<file path="config.mk">
export PLATFORM = sky130hd
export DESIGN_NAME = growing_region_bump_allocator
export DESIGN_NICKNAME = d
export VERILOG_FILES = /design/src/hdl/gra_pkg.sv /design/src/hdl/growing_region_bump_allocator.sv
export SDC_FILE = /design/constraint.sdc
export NUM_CORES = 1
export LEC_CHECK = 0
export ABC_AREA = 1
export BUFFER_PORTS_ARGS = -buffer_cell sky130_fd_sc_hd__buf_2
export CORE_MARGIN = 2
export CORE_UTILIZATION = 40
export DETAILED_ROUTE_END_ITERATION = 6
export GPL_ROUTABILITY_DRIVEN = 0
export SLEW_MARGIN = 20
export SYNTH_ARGS = -nofsm -noshare
export SYNTH_HDL_FRONTEND = slang
export SYNTH_SLANG_ARGS = --single-unit
</file>
<file path="constraint.sdc">
create_clock -name clk_i -period 7.9 [get_ports clk_i]
set_clock_uncertainty 0.05 [all_clocks]
set_input_delay 0 -clock clk_i [delete_from_list [all_inputs] [get_ports clk_i]]
set_output_delay 0 -clock clk_i [all_outputs]
set_load 0.005 [all_outputs]
</file>
<file path="src/hdl/gra_pkg.sv">
// ---------------------------------------------------------------------------
// gra_pkg: shared codes for the growing-region bump allocator
// Item kinds on the request stream and status codes on the result stream.
// ---------------------------------------------------------------------------
`default_nettype none

package gra_pkg;

  // Width of the configured region zero size and of a request.
  localparam int unsigned ReqBits = 31;

  // Kind of a request item.
  typedef enum logic [0:0] {
    KIND_ALLOC  = 1'b0,
    KIND_REWIND = 1'b1
  } kind_e;

  // Status of a result item.
  typedef enum logic [2:0] {
    ST_FIT     = 3'd0,
    ST_LATER   = 3'd1,
    ST_NEW     = 3'd2,
    ST_REWOUND = 3'd3,
    ST_FAILED  = 3'd4
  } status_e;

endpackage : gra_pkg

`default_nettype wire

</file>
<file path="src/hdl/growing_region_bump_allocator.sv">
// ---------------------------------------------------------------------------
// growing_region_bump_allocator: bump allocator over a growing region table
// Hands out offsets in regions; a new region is twice max(last region size, request).
// ---------------------------------------------------------------------------
// A rewind, or an allocate that fits the current region, is answered in the
// cycle after it is accepted, and the next item can be taken in that same
// cycle if the result is being taken. An allocate that does not fit walks
// the later regions through the size memory's single read port, one region
// per cycle. The first later region that is large enough becomes the
// current region and answers the item. When no later region is large
// enough, a final step after the last check appends a region or flags a
// failure. Region zero is not held in the memory; its size is the
// configuration register, so a write to it takes effect at once. Only one
// item is in work at a time.
`default_nettype none

module growing_region_bump_allocator #(
  parameter int unsigned MAX_REGIONS = 16,
  parameter int unsigned SIZE_BITS   = 32
) (
  input  wire  logic        clk_i,
  input  wire  logic        rst_ni,
  // Configuration: size of region zero.
  input  wire  logic        cfg_we_i,
  input  wire  logic [30:0] cfg_wdata_i,
  // Request stream.
  input  wire  logic        s_axis_tvalid,
  output logic              s_axis_tready,
  input  wire  logic [31:0] s_axis_tdata,   // [30:0] request_bytes, [31] zero
  input  wire  logic [0:0]  s_axis_tuser,   // [0] kind
  // Result stream.
  output logic              m_axis_tvalid,
  input  wire  logic        m_axis_tready,
  // [2:0] status, [6:3] region_index, [38:7] region_offset,
  // [70:39] new_region_bytes, [71] zero
  output logic [71:0]       m_axis_tdata
);

  import gra_pkg::*;

  localparam int unsigned IW   = (MAX_REGIONS > 1) ? $clog2(MAX_REGIONS) : 1;
  localparam int unsigned CW   = $clog2(MAX_REGIONS + 1);
  localparam int unsigned WIDE = ((SIZE_BITS > ReqBits) ? SIZE_BITS : ReqBits) + 1;

  typedef enum logic [0:0] {
    S_IDLE,
    S_SEARCH
  } state_e;

  // Low four bits of a region number.
  function automatic logic [3:0] idx4(input logic [CW-1:0] i);
    logic [CW+3:0] e;
    e = {4'b0, i};
    return e[3:0];
  endfunction

  // Low 32 bits of a size or offset.
  function automatic logic [31:0] w32(input logic [SIZE_BITS-1:0] v);
    logic [SIZE_BITS+31:0] e;
    e = {32'b0, v};
    return e[31:0];
  endfunction

  state_e                 state_q;
  logic [ReqBits-1:0]     cfg_q;
  logic [CW-1:0]          cnt_q;
  logic [IW-1:0]          cur_q;
  logic [SIZE_BITS-1:0]   off_q;
  logic [SIZE_BITS-1:0]   cur_size_q;
  logic [SIZE_BITS-1:0]   last_size_q;
  logic [ReqBits-1:0]     req_q;
  logic [CW-1:0]          j_q;
  logic                   out_valid_q;
  status_e                out_status_q;
  logic [3:0]             out_index_q;
  logic [31:0]            out_offset_q;
  logic [31:0]            out_new_q;

  // Region size memory; entry zero is never used.
  logic [SIZE_BITS-1:0]   size_mem [MAX_REGIONS];
  logic [SIZE_BITS-1:0]   rd_data_q;
  logic [IW-1:0]          rd_addr;
  logic                   mem_we;

  // Derived values.
  logic [WIDE-1:0]        cfg_w;
  logic [SIZE_BITS-1:0]   size0;
  logic [WIDE-1:0]        cur_size_w;
  logic [WIDE-1:0]        off_w;
  logic [WIDE-1:0]        in_req_w;
  logic [WIDE-1:0]        req_w;
  logic                   fits;
  logic [CW-1:0]          next_j;
  logic [WIDE-1:0]        last_w;
  logic [WIDE-1:0]        big_w;
  logic                   too_big;
  logic [SIZE_BITS-1:0]   grown;
  logic                   hit;
  logic                   in_fire;
  logic                   out_free;
  logic [SIZE_BITS-1:0]   bumped;
  logic                   out_valid_d;

  // Current region fit check and append arithmetic.
  always_comb begin
    cfg_w      = WIDE'(cfg_q);
    size0      = cfg_w[SIZE_BITS-1:0];
    cur_size_w = (cur_q == '0) ? WIDE'(size0) : WIDE'(cur_size_q);
    off_w      = WIDE'(off_q);
    in_req_w   = WIDE'(s_axis_tdata[ReqBits-1:0]);
    req_w      = WIDE'(req_q);
    fits       = (cur_size_w >= off_w) && ((cur_size_w - off_w) >= in_req_w);
    bumped     = off_q + SIZE_BITS'(s_axis_tdata[ReqBits-1:0]);
    last_w     = (cnt_q == CW'(1)) ? WIDE'(size0) : WIDE'(last_size_q);
    big_w      = (last_w > req_w) ? last_w : req_w;
    too_big    = (big_w[WIDE-1:SIZE_BITS-1] != '0);
    grown      = {big_w[SIZE_BITS-2:0], 1'b0};
    hit        = (WIDE'(rd_data_q) >= req_w);
    next_j     = j_q + CW'(1);
  end

  // Handshake.
  assign out_free      = !out_valid_q || m_axis_tready;
  assign s_axis_tready = (state_q == S_IDLE) && out_free;
  assign in_fire       = s_axis_tvalid && s_axis_tready;

  // A result is loaded when an item finishes, else the held one clears once taken.
  assign out_valid_d =
    ((state_q == S_IDLE) && in_fire &&
     ((s_axis_tuser[0] == KIND_REWIND) || fits)) ||
    ((state_q == S_SEARCH) && ((j_q >= cnt_q) || hit)) ||
    (out_valid_q && !m_axis_tready);

  // Read address: the next later region during a search, else the one after current.
  always_comb begin
    if (state_q == S_SEARCH) begin
      rd_addr = next_j[IW-1:0];
    end else begin
      rd_addr = IW'(CW'(cur_q) + CW'(1));
    end
  end

  assign mem_we = (state_q == S_SEARCH) && (j_q >= cnt_q) &&
                  (cnt_q < CW'(MAX_REGIONS)) && !too_big;

  // Size memory with one write port and a registered read port.
  always_ff @(posedge clk_i) begin
    if (mem_we) begin
      size_mem[j_q[IW-1:0]] <= grown;
    end
    rd_data_q <= size_mem[rd_addr];
  end

  // Control state machine and result register.
  always_ff @(posedge clk_i or negedge rst_ni) begin
    if (!rst_ni) begin
      state_q      <= S_IDLE;
      cfg_q        <= ReqBits'(4096);
      cnt_q        <= CW'(1);
      cur_q        <= '0;
      off_q        <= '0;
      cur_size_q   <= '0;
      last_size_q  <= '0;
      req_q        <= '0;
      j_q          <= '0;
      out_valid_q  <= 1'b0;
      out_status_q <= ST_FIT;
      out_index_q  <= '0;
      out_offset_q <= '0;
      out_new_q    <= '0;
    end else begin
      if (cfg_we_i) begin
        cfg_q <= cfg_wdata_i;
      end
      out_valid_q <= out_valid_d;
      unique case (state_q)
        S_IDLE: begin
          if (in_fire) begin
            req_q <= s_axis_tdata[ReqBits-1:0];
            j_q   <= CW'(cur_q) + CW'(1);
            if (s_axis_tuser[0] == KIND_REWIND) begin
              cur_q        <= '0;
              off_q        <= '0;
              out_status_q <= ST_REWOUND;
              out_index_q  <= '0;
              out_offset_q <= '0;
              out_new_q    <= '0;
            end else if (fits) begin
              off_q        <= bumped;
              out_status_q <= ST_FIT;
              out_index_q  <= idx4(CW'(cur_q));
              out_offset_q <= w32(off_q);
              out_new_q    <= '0;
            end else begin
              state_q <= S_SEARCH;
            end
          end
        end
        S_SEARCH: begin
          if (j_q >= cnt_q) begin
            // No later region is large enough: append one or fail.
            state_q      <= S_IDLE;
            out_offset_q <= '0;
            if ((cnt_q >= CW'(MAX_REGIONS)) || too_big) begin
              out_status_q <= ST_FAILED;
              out_index_q  <= '0;
              out_new_q    <= '0;
            end else begin
              cnt_q        <= next_j;
              cur_q        <= j_q[IW-1:0];
              cur_size_q   <= grown;
              last_size_q  <= grown;
              off_q        <= SIZE_BITS'(req_q);
              out_status_q <= ST_NEW;
              out_index_q  <= idx4(j_q);
              out_new_q    <= w32(grown);
            end
          end else if (hit) begin
            state_q      <= S_IDLE;
            cur_q        <= j_q[IW-1:0];
            cur_size_q   <= rd_data_q;
            off_q        <= SIZE_BITS'(req_q);
            out_status_q <= ST_LATER;
            out_index_q  <= idx4(j_q);
            out_offset_q <= '0;
            out_new_q    <= '0;
          end else begin
            j_q <= next_j;
          end
        end
        default: begin
          state_q <= S_IDLE;
        end
      endcase
    end
  end

  assign m_axis_tvalid = out_valid_q;
  assign m_axis_tdata  = {1'b0, out_new_q, out_offset_q, out_index_q, out_status_q};

  // The region count stays between one and the table depth.
  a_count_range : assert property (@(posedge clk_i) disable iff (!rst_ni)
    (cnt_q != '0) && (cnt_q <= CW'(MAX_REGIONS)))
    else $error("region count out of range");

  // The current region is always one that exists.
  a_cur_valid : assert property (@(posedge clk_i) disable iff (!rst_ni)
    CW'(cur_q) < cnt_q)
    else $error("current region beyond region count");

  // A search only looks at regions after the current one.
  a_search_order : assert property (@(posedge clk_i) disable iff (!rst_ni)
    (state_q == S_SEARCH) |-> (j_q > CW'(cur_q)))
    else $error("search index not after current region");

  // A rewind is answered in the next cycle.
  a_rewind_answer : assert property (@(posedge clk_i) disable iff (!rst_ni)
    (in_fire && (s_axis_tuser[0] == KIND_REWIND)) |=>
      (out_valid_q && (out_status_q == ST_REWOUND)))
    else $error("rewind not answered");

  // A failed item reports no region and no new size.
  a_fail_clean : assert property (@(posedge clk_i) disable iff (!rst_ni)
    (out_valid_q && (out_status_q == ST_FAILED)) |->
      ((out_index_q == '0) && (out_offset_q == '0) && (out_new_q == '0)))
    else $error("failed item carries data");

endmodule : growing_region_bump_allocator

`default_nettype wire
</file>
# ---- Word level (Yosys, flattened, before mapping)
# Memory sizes are Yosys's and may differ from the RTL's. A register that Yosys moved wholly into a read port is not among the register bits.
# Index checks and enable logic that the tools add are counted.
dict set report word_totals {
  mem_bits_ro 0
  register_bits 276
  ram_bits 496
  n_memories 1
  inputBits 69
  latch_bits 0
  out_inout_bits 74
}
dict set report op_classes {
  eq_ne 9
  mul 0
  div_mod_pow 0
  n_bitwise 2
  n_reduce_logical 29
  n_shift 0
  n_addsub 4
  order_cmp 7
  mux 57
}
# name depth width rd rd_ports_with_merged_regs write_ports line_no
set mem_list {}
lappend mem_list {size_mem 16 31 1 1 1 growing_region_bump_allocator.sv:80} ;# logic [SIZE_BITS-1:0] size_mem [MAX_REGIONS];
# op count
set op_table {}
lappend op_table {{$mux W32} 22}
lappend op_table {{$pmux W32 S2} 3}
lappend op_table {{$mux W4} 11}
lappend op_table {{$ge A33 B31 Y1} 1}
lappend op_table {{$sub A32 B32 Y33} 1}
lappend op_table {{$add A32 B31 Y32} 1}
lappend op_table {{$ge A32 B31 Y1} 1}
lappend op_table {{$ge A32 B32 Y1} 1}
lappend op_table {{$gt A32 B31 Y1} 1}
lappend op_table {{$mux W3} 6}
lappend op_table {{$pmux W4 S2} 2}
lappend op_table {{$mux W5} 3}
lappend op_table {{$reduce_and A3 Y1} 4}
lappend op_table {{$logic_and A1 B1 Y1} 10}
lappend op_table {{$ne A2 B2 Y1 const B} 5}
lappend op_table {{$pmux W5 S2} 1}
lappend op_table {{$reduce_and A4 Y1} 2}
lappend op_table {{$mux W1} 7}
lappend op_table {{$logic_or A1 B1 Y1} 6}
lappend op_table {{$ne A3 B3 Y1 const B} 2}
lappend op_table {{$pmux W3 S2} 1}
lappend op_table {{$add A4 B1 Y5 const B} 1}
lappend op_table {{$add A5 B1 Y5 const B} 1}
lappend op_table {{$eq A5 B1 Y1 const B} 1}
lappend op_table {{other kinds (10)} 14}

# ---- Depth between registers and ports, before layout
dict set report logic_depth {
  depth_word 9
  depth_mapped 38
  mapped_depth_nobuf 35
}

# ---- Least setup slack after synthesis
# No wires, ideal clock.
dict set report synth_timing {
  path_type {register to register}
  startpoint {reg cur_q[0]}
  endpoint {reg out_index_q[3]}
  slack_ps 3375
  path_buffers 3
  path_stages_with_launch 39
  t_required_ps 7733
  synth_period_minus_slack_ps 4525
  arrival_ps 4358
  cell_sequence {dfrtp_1 -> inv_1 -> ha_1 -> nand3_1 -> clkbuf_1 -> inv_1 -> nand2_1 -> ha_1 -> inv_1 -> fa_1 -> nand3_1 -> nand2_1 -> nand2_1 -> nand2_2 -> nand3_1 -> nand3_2 -> a21oi_1 -> o21ai_0 -> [3 not listed] -> nand2_1 -> nor2_1 -> nand4_1 -> nor2_1 -> nand3_1 -> nand2_1 -> a21oi_1 -> nand2_1 -> nand2_1 -> nand3_1 -> nand2_2 -> nand2_2 -> nand2_4 -> nand2_2 -> buf_6 -> buf_6 -> nand2_1 -> nand2_1}
}
dict set report synth_via {
  elab_chain_len 7
}
# element line_no
set synth_lines {}
lappend synth_lines {{start, declared} growing_region_bump_allocator.sv:67} ;# logic [IW-1:0] cur_q;
lappend synth_lines {{start signal, assigned} growing_region_bump_allocator.sv:210} ;# cur_q <= j_q[IW-1:0];
lappend synth_lines {{start signal, assigned} growing_region_bump_allocator.sv:220} ;# cur_q <= j_q[IW-1:0];
lappend synth_lines {{$logic_not A4 Y1 (*)} growing_region_bump_allocator.sv:108} ;# cur_size_w = (cur_q == '0) ? WIDE'(size0) : WIDE'(cur_size_q);
lappend synth_lines {{$mux W32 (*)} growing_region_bump_allocator.sv:108}
lappend synth_lines {{$sub A32 B32 Y33} growing_region_bump_allocator.sv:112} ;# fits = (cur_size_w >= off_w) && ((cur_size_w - off_w) >= in_req_w);
lappend synth_lines {{$ge A33 B31 Y1} growing_region_bump_allocator.sv:112}
lappend synth_lines {{$logic_and A1 B1 Y1 (*)} growing_region_bump_allocator.sv:112}
lappend synth_lines {{$ne A3 B3 Y1 (no line) (*)} -}
lappend synth_lines {{$reduce_and A3 Y1 (no line) (*)} -}
lappend synth_lines {{end signal, assigned} growing_region_bump_allocator.sv:191} ;# out_index_q <= idx4(CW'(cur_q));
lappend synth_lines {{end signal, assigned} growing_region_bump_allocator.sv:215} ;# out_index_q <= idx4(j_q);
lappend synth_lines {{end signal, assigned} growing_region_bump_allocator.sv:224} ;# out_index_q <= idx4(j_q);
lappend synth_lines {{end, declared} growing_region_bump_allocator.sv:75} ;# logic [3:0] out_index_q;
# Mark *: on every way between the ends. The rest lies on a longest branch, timed or not.
# A chain may end at the register's enable or synchronous reset.

# ---- Worst setup path in the final report
dict set report layout_timing {
  startpoint {reg cur_q[0]}
  endpoint {reg out_offset_q[25]}
}
dict set report layout_via {
  elab_chain_len 7
}
# element line_no
set layout_lines {}
lappend layout_lines {{$logic_not A4 Y1 (*)} growing_region_bump_allocator.sv:108}
lappend layout_lines {{$mux W32 (*)} growing_region_bump_allocator.sv:108}
lappend layout_lines {{$sub A32 B32 Y33} growing_region_bump_allocator.sv:112}
lappend layout_lines {{$ge A33 B31 Y1} growing_region_bump_allocator.sv:112}
lappend layout_lines {{$logic_and A1 B1 Y1 (*)} growing_region_bump_allocator.sv:112}
lappend layout_lines {{$ne A3 B3 Y1 (no line) (*)} -}
lappend layout_lines {{$reduce_and A3 Y1 (no line) (*)} -}
lappend layout_lines {{end signal, assigned} growing_region_bump_allocator.sv:192} ;# out_offset_q <= w32(off_q);
lappend layout_lines {{end, declared} growing_region_bump_allocator.sv:76} ;# logic [31:0] out_offset_q;
# Marks and branches as above.

==> out/results.tsv <==
metric	value	unit
holdCritPathClass	in2reg	
cts_buffer_depth	3	
clockRootBuffer	clkbuf_16	
cellLeakagePower	18.6	nW
synth_seq_area_share	56.9	%
power.share.sequential	31.5	%
crit_type	reg2reg	
synth_area_leader_cell	edfxtp_1	
p_sw_share	45.1	%
synthArstFlopShare	31.5	%
yosysMostFrequentCell	nand2_1	
setup_ws	1.23	ns
ys_types	50	
p_sw	0.00960	W
netlist_area	37900	um^2
wl_per_cell	20.5	um
die_h	312	um
avgSynthCellArea	9.42	um^2
avgViaCountPerCell	5.42	
ys_seq_elements	769	
p_clk_share	17.7	%
grt_usage	23.0	%
outcome	completed	
synthCells	4030	
drtAntennaViolNets	0	
critPathMostFrequentCell	nand2_1	
rsz0062_at_grt	false	
fillers	8832	
first_iter_violations	2635	
period_share	84.4	%
area_growth	16.0	%
place_hpwl	71200	um
std_cell_rows	112	
htree_num_levels	3	
grt_start_max_net_pins	148	
diodes	0	
start_kind	flip-flop	
postLayoutCellArea	44000	um^2
slowest_delay	0.72	ns
ir_drop	354	uV
setup_viol	0	
drc	0	
pin_count	143	
drv_cap	0	
globalRouteOverflowTotal	0	
p_comb_share	50.8	%
cts_resized	0	
cts_made_buffers	80	
fin_tns_setup	0	ns
relSlewSlack	27.7	%
floorplan.die_area	97300	um^2
layout-drive-gt1-share	9.08	%
fmax	0.150	GHz
intPower	0.0117	W
yosysWarnings	0	
ys.flop_type	edfxtp_1	
io_buffers	139	
drtPass1Iterations	7	
grt_pass1_vias	29000	
grt_pass1_wl	173000	um
multi_input_area	14400	um^2
crit_required	8.42	ns
drv_slew	0	
total_power	0.0213	W
ff_latch_area	21600	um^2
antenna_found_initial	1	
nets	4466	
end_kind	flip-flop	
wl	114000	um
num_vias	30100	
worst_pin_slew	1.08	ns
arrival	7.18	ns
cts.sinks	769	
synth_common_cells	nand2_1 (845), o21ai_0 (525), edfxtp_1 (496)	
coreArea	93600	um^2
cp_max_fo	71	
min_period	6.67	ns
synth_edf_count	496	
synth_area_leaders	edfxtp_1 (39%), dfrtp_1 (16%), nand2_1 (8.4%)	
fp.dieW	312	um
cp_slowest_cell	buf_4	
clk_pin_slew	0.07	ns
preCtsSetupSlack	1.37	ns
p_per_area	483	nW/um^2
placedInstanceArea	39900	um^2
clk_latency	0.65	ns
synth_top_area_share	39.3	%
start_util	40.5	%
hold_viol	0	
cts_tree	done	
-- power by group through the flow --
| stage | logic [W] | registers, W | clock network (W) |
|---|---|---|---|
| detailed placement | 0.0106 | 0.00675 | 0 |
| floorplan | 0.00733 | 0.00660 | 0 |
| global route | 0.0121 | 0.00676 | 0.00399 |
| CTS | 0.0107 | 0.00668 | 0.00383 |
| finish | 0.0108 | 0.00669 | 0.00376 |
| global placement | 0.0104 | 0.00675 | 0 |
-- metal layers --
metal	vias to the layer above	wire length, um	share of wire (%)	track usage (%)
met4	0	3840	3.4	8.51
met2	939	54700	48	38.6
met3	194	5950	5.2	2.74
met1	14600	49300	43	30.6
met5	-	0	0	0
li1	14400	-	-	-
-- flip-flops by register name (all words and copies together) (netlist names) --
register and flops:
out_new_q 31, rd_data_q 31, m_axis_tvalid 1, state_q 1, out_offset_q 32, cur_q 4, cnt_q 5, req_q 31
j_q 5, last_size_q 31, out_status_q 3, cfg_q 31, off_q 32, size_mem 496, cur_size_q 31, out_index_q 4
-- worst max-delay path: cells and delay by family, from the launching register on --
family                   cells  cell delay (ns)
AO/OA/AOI/OAI                4             0.84
XOR/XNOR                     1             0.16
adder cells (fa/ha/maj)      4             0.89
buffers and inverters        4             1.42
flip-flops                   1             0.44
AND/OR/NAND/NOR             22             2.71
-- timing repair --
action                                 CTS  global route
endpoints found under the hold margin  185             0
setup buffers                            0             0
setup endpoints to repair                0             0
hold buffers                           145             0
-- worst paths after layout --
path / cells after the start / end / start / slack, ns
worst max-delay path: 35 / out_offset_q[25] / cur_q[0] / 1.23
worst min-delay path: 5 / req_q[20] / s_axis_tvalid / 0.04
worst max register to register: 35 / out_offset_q[25] / cur_q[0] / 1.23
worst min register to register: 2 / last_size_q[21] / last_size_q[21] / 0.42
max in group asynchronous: 4 / last_size_q[24] / rst_ni / 6.50
min in group asynchronous: 3 / cfg_q[12] / rst_ni / 0.42
-- layout make-up --
class / instances / share of cell area (%)
clock buffers: 116 / 5.18
clock inverters: 33 / 0.762
inverters: 340 / 2.90
multi-input cells: 2701 / 32.7
flip-flops and latches: 769 / 49.0
well taps: 1254 / 3.56
repair buffers: 337 / 5.93
-- cells in the final DEF, fill, tap and decap left out, types with 11 or more instances in the layout --
| cell type | count |
|---|---|
| xor2_1 | 19 |
| o32ai_1 | 12 |
| or2_2 | 29 |
| buf_4 | 50 |
| nor2_1 | 204 |
| edfxtp_1 | 496 |
| xnor2_1 | 14 |
| nand3_1 | 189 |
| ha_1 | 166 |
| clkbuf_1 | 24 |
| nand2_1 | 838 |
| o221ai_1 | 54 |
| and2_1 | 33 |
| o21bai_1 | 11 |
| nor2_4 | 13 |
| o211ai_1 | 14 |
| o22ai_1 | 13 |
| a21oi_1 | 372 |
| inv_1 | 335 |
| dfrtp_1 | 240 |
| dfxtp_1 | 31 |
| buf_2 | 138 |
| a21o_1 | 11 |
| clkinv_2 | 11 |
| nand4_1 | 54 |
| o21ai_0 | 523 |
| dlygate4sd3_1 | 144 |
| nor3_1 | 63 |
| clkbuf_16 | 82 |
-- logic make-up after synthesis --
| group | Yosys count | synth area share, % |
|---|---|---|
| DFF | 769 | 56.9 |
| and+or+nand+nor | 1460 | 16.3 |
| AOI/OAI and AO/OA | 1038 | 14.8 |
| adders and majority gates | 168 | 5.58 |
| xor gates and xnor gates | 33 | 0.762 |
| buffers and inverters | 561 | 5.72 |
| other | 1 | 0.00988 |
-- stage by stage --
| stage | utilization, % | instances | hold WS [ns] |
|---|---|---|---|
| after global routing | 47.0 | 5550 | 0.0931 |
| after floorplan | - | 4031 | -0.346 |
| after detailed placement | 42.7 | 5256 | 0.0609 |
| after CTS | 47.0 | 5550 | 0.00147 |
| after global placement | 42.7 | 5256 | 0.0603 |
| final | 47.0 | 5550 | 0.0443 |
Note: power is estimated with default switching activity, not from simulation.
